**config.mk**
```make
export PLATFORM = sky130hd
export DESIGN_NAME = fully_associative_lru_cache
export DESIGN_NICKNAME = d
export VERILOG_FILES = /design/src/hdl/flc_pkg.sv /design/src/hdl/flc_ram.sv /design/src/hdl/fully_associative_lru_cache.sv
export SDC_FILE = /design/constraint.sdc
export NUM_CORES = 2
export LEC_CHECK = 0
export BUFFER_PORTS_ARGS = -buffer_cell sky130_fd_sc_hd__buf_4
export CORE_UTILIZATION = 45
export CTS_CLUSTER_DIAMETER = 120
export DETAILED_ROUTE_END_ITERATION = 10
export PLACE_DENSITY = 0.58
export SYNTH_ARGS = -nofsm -noshare
export SYNTH_HDL_FRONTEND = slang
export SYNTH_HIERARCHICAL = 1
export SYNTH_MEMORY_MAX_BITS = 65536
export SYNTH_SLANG_ARGS = --single-unit
export TNS_END_PERCENT = 5
```
**constraint.sdc**
```tcl
create_clock -name clk -period 4.55 [get_ports clk]
set_input_delay 0.6825 -clock clk [delete_from_list [all_inputs] [get_ports clk]]
set_output_delay 0.6825 -clock clk [all_outputs]
set_load 0.1 [all_outputs]
```
**src/hdl/flc_pkg.sv**
```systemverilog
// Package for the fully associative LRU cache.
// Holds the controller state type; no dependencies.
package flc_pkg;

  typedef enum logic [2:0] {
    ST_IDLE,
    ST_SCAN,
    ST_SHIFT,
    ST_FINAL,
    ST_DONE
  } flc_state_t;

endpackage

```
**src/hdl/flc_ram.sv**
```systemverilog
// Simple dual-port synchronous RAM: one write port, one read port,
// registered read data. No dependencies.
module flc_ram #(
  parameter int WIDTH = 30,
  parameter int DEPTH = 128
) (
  input  logic                       clk,
  input  logic                       we,
  input  logic [$clog2(DEPTH)-1:0]   waddr,
  input  logic [WIDTH-1:0]           wdata,
  input  logic [$clog2(DEPTH)-1:0]   raddr,
  output logic [WIDTH-1:0]           rdata
);

  logic [WIDTH-1:0] mem [DEPTH];

  always_ff @(posedge clk) begin
    if (we) begin
      mem[waddr] <= wdata;
    end
  end

  always_ff @(posedge clk) begin
    rdata <= mem[raddr];
  end

endmodule

```
**src/hdl/fully_associative_lru_cache.sv**
```systemverilog
// Fully associative cache with LRU replacement: tag memory, recency-list memory
// and the controller that scans and reorders them. Uses flc_pkg and flc_ram.
// A fill scans every filled entry; a hit scans up to the hit and moves the later list
// entries down; a replacement scans every entry and moves the list. Both walk the single
// read port of the recency memory. A new item is taken while the last result still waits.
// Synchronous reset empties the cache (fill count 0); memories are not cleared.
module fully_associative_lru_cache #(
  parameter int ENTRIES      = 128,
  parameter int OFFSET_BITS  = 2,
  parameter int ADDRESS_BITS = 32
) (
  input  logic                                clk,
  input  logic                                rst,
  input  logic                                req_valid,
  output logic                                req_stall,
  input  logic [ADDRESS_BITS-1:0]             address,
  output logic                                rsp_valid,
  input  logic                                rsp_stall,
  output logic                                hit,
  output logic [ADDRESS_BITS-OFFSET_BITS-1:0] tag,
  output logic [$clog2(ENTRIES)-1:0]          slot
);

  import flc_pkg::*;

  localparam int TAG_W  = ADDRESS_BITS - OFFSET_BITS;
  localparam int SLOT_W = $clog2(ENTRIES);
  localparam int CNT_W  = $clog2(ENTRIES + 1);

  flc_state_t state, state_next;

  logic [TAG_W-1:0]  tag_q;
  logic              hit_q;
  logic [SLOT_W-1:0] slot_q;
  logic [SLOT_W-1:0] lru;
  logic [CNT_W-1:0]  count;
  logic [CNT_W-1:0]  pos;
  logic              a_vld;
  logic [CNT_W-1:0]  a_pos;
  logic              b_vld;
  logic [CNT_W-1:0]  b_pos;
  logic [SLOT_W-1:0] b_slot;

  logic              tag_we;
  logic [SLOT_W-1:0] tag_waddr;
  logic [TAG_W-1:0]  tag_rdata;
  logic              rec_we;
  logic [SLOT_W-1:0] rec_waddr;
  logic [SLOT_W-1:0] rec_wdata;
  logic [SLOT_W-1:0] rec_rdata;
  logic [CNT_W-1:0]  last_pos;

  logic full, issue, scan_hit, scan_end;

  assign full      = (count == CNT_W'(ENTRIES));
  assign issue     = (pos < count);
  assign scan_hit  = b_vld && (tag_rdata == tag_q);
  assign scan_end  = !issue && !a_vld && !b_vld;
  assign req_stall = (state != ST_IDLE);
  assign last_pos  = (hit_q || full) ? (count - CNT_W'(1)) : count;

  flc_ram #(.WIDTH(TAG_W), .DEPTH(ENTRIES)) u_tag_mem (
    .clk   (clk),
    .we    (tag_we),
    .waddr (tag_waddr),
    .wdata (tag_q),
    .raddr (rec_rdata),
    .rdata (tag_rdata)
  );

  flc_ram #(.WIDTH(SLOT_W), .DEPTH(ENTRIES)) u_rec_mem (
    .clk   (clk),
    .we    (rec_we),
    .waddr (rec_waddr),
    .wdata (rec_wdata),
    .raddr (pos[SLOT_W-1:0]),
    .rdata (rec_rdata)
  );

  always_comb begin
    state_next = state;
    tag_we     = 1'b0;
    tag_waddr  = slot_q;
    rec_we     = 1'b0;
    rec_waddr  = SLOT_W'(a_pos - CNT_W'(1));
    rec_wdata  = rec_rdata;
    case (state)
      ST_IDLE: begin
        if (req_valid) state_next = ST_SCAN;
      end
      ST_SCAN: begin
        if (scan_hit || (scan_end && full)) state_next = ST_SHIFT;
        else if (scan_end) state_next = ST_FINAL;
      end
      ST_SHIFT: begin
        // move each later list entry down one position
        rec_we = a_vld;
        if (!issue && !a_vld) state_next = ST_FINAL;
      end
      ST_FINAL: begin
        rec_we    = 1'b1;
        rec_waddr = last_pos[SLOT_W-1:0];
        rec_wdata = slot_q;
        tag_we    = !hit_q;
        state_next = ST_DONE;
      end
      ST_DONE: begin
        if (!rsp_valid || !rsp_stall) state_next = ST_IDLE;
      end
      default: state_next = ST_IDLE;
    endcase
  end

  always_ff @(posedge clk) begin
    if (rst) begin
      state <= ST_IDLE;
    end else begin
      state <= state_next;
    end
  end

  always_ff @(posedge clk) begin
    if (rst) begin
      rsp_valid <= 1'b0;
      count     <= '0;
      a_vld     <= 1'b0;
      b_vld     <= 1'b0;
    end else begin
      if (rsp_valid && !rsp_stall && state != ST_DONE) rsp_valid <= 1'b0;
      case (state)
        ST_IDLE: begin
          a_vld <= 1'b0;
          b_vld <= 1'b0;
          pos   <= '0;
          if (req_valid) tag_q <= address[ADDRESS_BITS-1:OFFSET_BITS];
        end
        ST_SCAN: begin
          a_vld  <= issue && !scan_hit;
          a_pos  <= pos;
          b_vld  <= a_vld && !scan_hit;
          b_pos  <= a_pos;
          b_slot <= rec_rdata;
          if (a_vld && a_pos == '0) lru <= rec_rdata;
          if (scan_hit) begin
            hit_q  <= 1'b1;
            slot_q <= b_slot;
            pos    <= b_pos + CNT_W'(1);
          end else if (scan_end) begin
            hit_q <= 1'b0;
            if (full) begin
              slot_q <= lru;
              pos    <= CNT_W'(1);
            end else begin
              slot_q <= count[SLOT_W-1:0];
            end
          end else if (issue) begin
            pos <= pos + CNT_W'(1);
          end
        end
        ST_SHIFT: begin
          a_vld <= issue;
          a_pos <= pos;
          if (issue) pos <= pos + CNT_W'(1);
        end
        ST_FINAL: begin
          if (!hit_q && !full) count <= count + CNT_W'(1);
        end
        ST_DONE: begin
          if (!rsp_valid || !rsp_stall) begin
            rsp_valid <= 1'b1;
            hit       <= hit_q;
            tag       <= tag_q;
            slot      <= slot_q;
          end
        end
        default: ;
      endcase
    end
  end

  a_count_bound: assert property (@(posedge clk) disable iff (rst)
    count <= CNT_W'(ENTRIES))
    else $error("fill count above capacity");

  a_accept_scan: assert property (@(posedge clk) disable iff (rst)
    (req_valid && !req_stall) |=> (state == ST_SCAN))
    else $error("accepted item did not start a scan");

  a_fill_grows: assert property (@(posedge clk) disable iff (rst)
    (state == ST_FINAL && !hit_q && !full) |=> (count == $past(count) + CNT_W'(1)))
    else $error("fill did not advance the count");

  a_hit_slot: assert property (@(posedge clk) disable iff (rst)
    (state == ST_SCAN && scan_hit) |-> (CNT_W'(b_slot) < count))
    else $error("hit on an unfilled slot");

  a_shift_span: assert property (@(posedge clk) disable iff (rst)
    (state == ST_SHIFT && a_vld) |-> (a_pos != '0 && a_pos < count))
    else $error("list move outside filled positions");

endmodule

```
==> impl_metrics.json <==
{
  "outcome": "complete, no violations",
  "dp_hpwl_microns": 277600,
  "fp.dieH_microns": 646.6,
  "syn_area_sq_um": 187000,
  "postLayoutSetupSlackWorst_ns": 0.4466,
  "min_period_ns": 4.103,
  "drive_gt1_share_pct": 33.76,
  "final_nets": 8161,
  "grt_usage_pct": 23.08,
  "vias": 85040,
  "synth_top_family_by_area": "multiplexers",
  "die_area_sq_um": 418100,
  "htree_levels": 5,
  "syn-num-nets": 7550,
  "synth_edf_count": 4850,
  "cp_cell_sequence": "nor4_1 -> and4_1 -> buf_4 -> nor2_1 -> nor4_1 -> xnor2_1 -> mux2i_1 -> nand4_1 -> nor2_1",
  "drc": 0,
  "crit_fanout": 12,
  "finalHoldViolCount": 0,
  "synth_compound_area_share_pct": 0.1914,
  "insertion_delay_ns": 1.03,
  "fin_skew_ns": 0.09418,
  "syn_to_final_growth_pct": 14.27,
  "die_w_microns": 646.6,
  "dp_slack_ns": 0.6152,
  "ys_seq_area_share_pct": 78.43,
  "powerDensity_nw_per_um2": 581.2,
  "crit_family": "simple AND/OR/NAND/NOR gates",
  "worst_slew_pin_slew_ns": 1.308,
  "rsz0062_at_grt": "false",
  "synth-seq-cells": 4901,
  "synth.largest_area_cell": "edfxtp_1",
  "cp_data_required_time_ns": 5.12,
  "netlist_instances": 7502,
  "end_kind": "flip-flop",
  "critPathSlowestCell": "nor2_1",
  "cp-start-kind": "flip-flop",
  "async_flop_share_pct": 0,
  "grt_pass1_wl_microns": 673100,
  "drt_iter0_drc": 9783,
  "synth_xor_area_share_pct": 0.2810,
  "cts_setup_buffers": 0,
  "fmax_mhz": 243.7,
  "avgRoutedWirePerCell_microns": 34.41,
  "tns_ns": 0,
  "cts_inserted_buffers": 482,
  "synth_fa_ha_area_share_pct": 0.08029,
  "postLayoutCoreUtil_pct": 51.69,
  "synthMostInstantiatedCell": "edfxtp_1",
  "viasPerCell": 6.060,
  "hold_class": "input pin to flip-flop",
  "synth.cells.most_frequent": "edfxtp_1, mux4_2, nor2_1",
  "power_w": 0.1242,
  "synth_ff_type": "edfxtp_1",
  "drtAntennaViolNets": 0,
  "fin_cells": 14030,
  "start_util_pct": 45.23,
  "ios": 76,
  "synth.area.mux_share_pct": 19.02,
  "fin_crit_sh_pct": 90.19,
  "grt_max_degree": 129,
  "cpPeakStageDelay_ns": 0.81,
  "grt_pass1_vias": 86750,
  "yosys_warnings": 6,
  "critPathKind": "flip-flop to flip-flop",
  "firstDrtPassIters": 5,
  "finalSetupViolCount": 0,
  "cts_buffer_depth": 4,
  "root_buffer": "clkbuf_16",
  "io_buffers": 73,
  "wl_microns": 482800,
  "irDropWorstVdd_mv": 0.4112,
  "yosysTopAreaCellShare_pct": 77.89,
  "cts.sinks": 4901,
  "ff_latch_area_sq_um": 146700,
  "grt-ovfl-total": 0,
  "placed_cells": 13070,
  "tritoncts": "built",
  "yosysUniqueCellTypes": 51,
  "syn_area_per_cell_sq_um": 24.93,
  "synth-simple-area-share_pct": 1.089,
  "antenna_found_initial": 39,
  "drv_slew": 0,
  "path_buf_inv": 1,
  "nFillCells": 31620,
  "core_sq_um": 413400,
  "cp.arrival_ns": 4.67,
  "drv_cap": 0,
  "row_count": 236,
  "slew_headroom_pct": 12.83,
  "multi_input_area_sq_um": 39670,
  "clk_pin_slew_ns": 0.06,
  "synth_area_leaders": "edfxtp_1, mux4_2, nor2_1",
  "power.leakage_nw": 65.19,
  "place_congestion": 0.8282
}
-- report_power, final --
group | total [W] | leakage [nW] | internal [W] | switching [W]
clock network | 0.0383 | 7.36 | 0.0216 | 0.0167
registers | 0.0522 | 44.0 | 0.0514 | 0.000831
logic | 0.0337 | 13.8 | 0.0148 | 0.0189
total | 0.124 | 65.2 | 0.0878 | 0.0364
-- cell usage in the layout, fill, tap and decap left out, types with 4 or more instances in the layout --
master and instances:
edfxtp_1 4850, buf_12 100, nand3_2 4, bufinv_16 33, inv_16 7, mux2i_1 8
nand4_1 27, nor2b_1 14, xnor2_1 51, nor2_1 156, nor3_1 17, a211oi_1 4
inv_6 6, clkinvlp_4 9, clkbuf_16 488, clkinv_16 6, buf_4 382, o21ai_0 9
nor3_2 9, diode_2 46, clkinv_1 114, ha_1 12, clkinv_2 83, or3_1 7
mux4_2 1554, dlygate4sd3_1 34, inv_1 13, xor2_1 9, nor2_4 119, clkbuf_1 128
mux2_2 37, dfxtp_4 6, a21oi_1 21, dfxtp_1 44, mux2_4 7, nand2_1 46
nand3_1 34, nor4_1 7, nand2b_1 6, clkbuf_8 5
-- final timing paths --
check,startpoint,endpoint,slack (ns),cells past startpoint
max,count[2],u_rec_mem/mem[125][0],0.45,9
min,address[28],tag_q[26],0.44,2
max reg2reg,count[2],u_rec_mem/mem[125][0],0.45,9
min reg2reg,a_pos[7],b_pos[7],0.45,0
-- what timing repair did --
item                                   4_1_cts  5_1_grt
gates resized for setup                      0        0
endpoints found under the hold margin       43        0
hold buffers                                34        0
-- flip-flops by register name, summed over array words and instances, names as in the netlist, 30 cells and up --
| name | cells |
|---|---|
| u_rec_mem/mem | 896 |
| u_tag_mem/mem | 3840 |
| tag | 30 |
| u_tag_mem/rdata | 30 |
| tag_q | 30 |
-- logic make-up after synthesis --
family          after synthesis
flops                      4901
xor+xnor                     60
mux                        1606
simple gates                465
buf+inv                     403
compound gates               55
fa+ha+maj                    12
-- routing by layer --
metal / part of all wire (%) / up-vias / wire [microns] / GRT usage [%]
met1: 40 / 47300 / 192200 / 31.90
met2: 51 / 3217 / 245100 / 38.88
li1: - / 33910 / - / -
met4: 2.7 / 2 / 12920 / 6.176
met5: 0.0035 / - / 17 / 0
met3: 6.7 / 605 / 32570 / 3.162
-- layout make-up --
type | instances | share of cell area (%)
flip-flops and latches | 4901 | 68.65
multi-input cells | 2198 | 18.56
clock buffers | 621 | 5.972
well taps | 5474 | 3.205
repair buffers | 516 | 2.438
clock inverters | 262 | 1.092
diodes | 46 | 0.05387
inverters | 14 | 0.02459
-- through the flow --
step	hold slack, ns	cell area, sq um
global placement	0.4338	198100
finish	0.4372	213700
detailed placement	0.4345	198100
CTS	0.3683	213600
global route	0.3923	213600
floorplan	0.4272	187000
(Power assumes the default switching activity.)
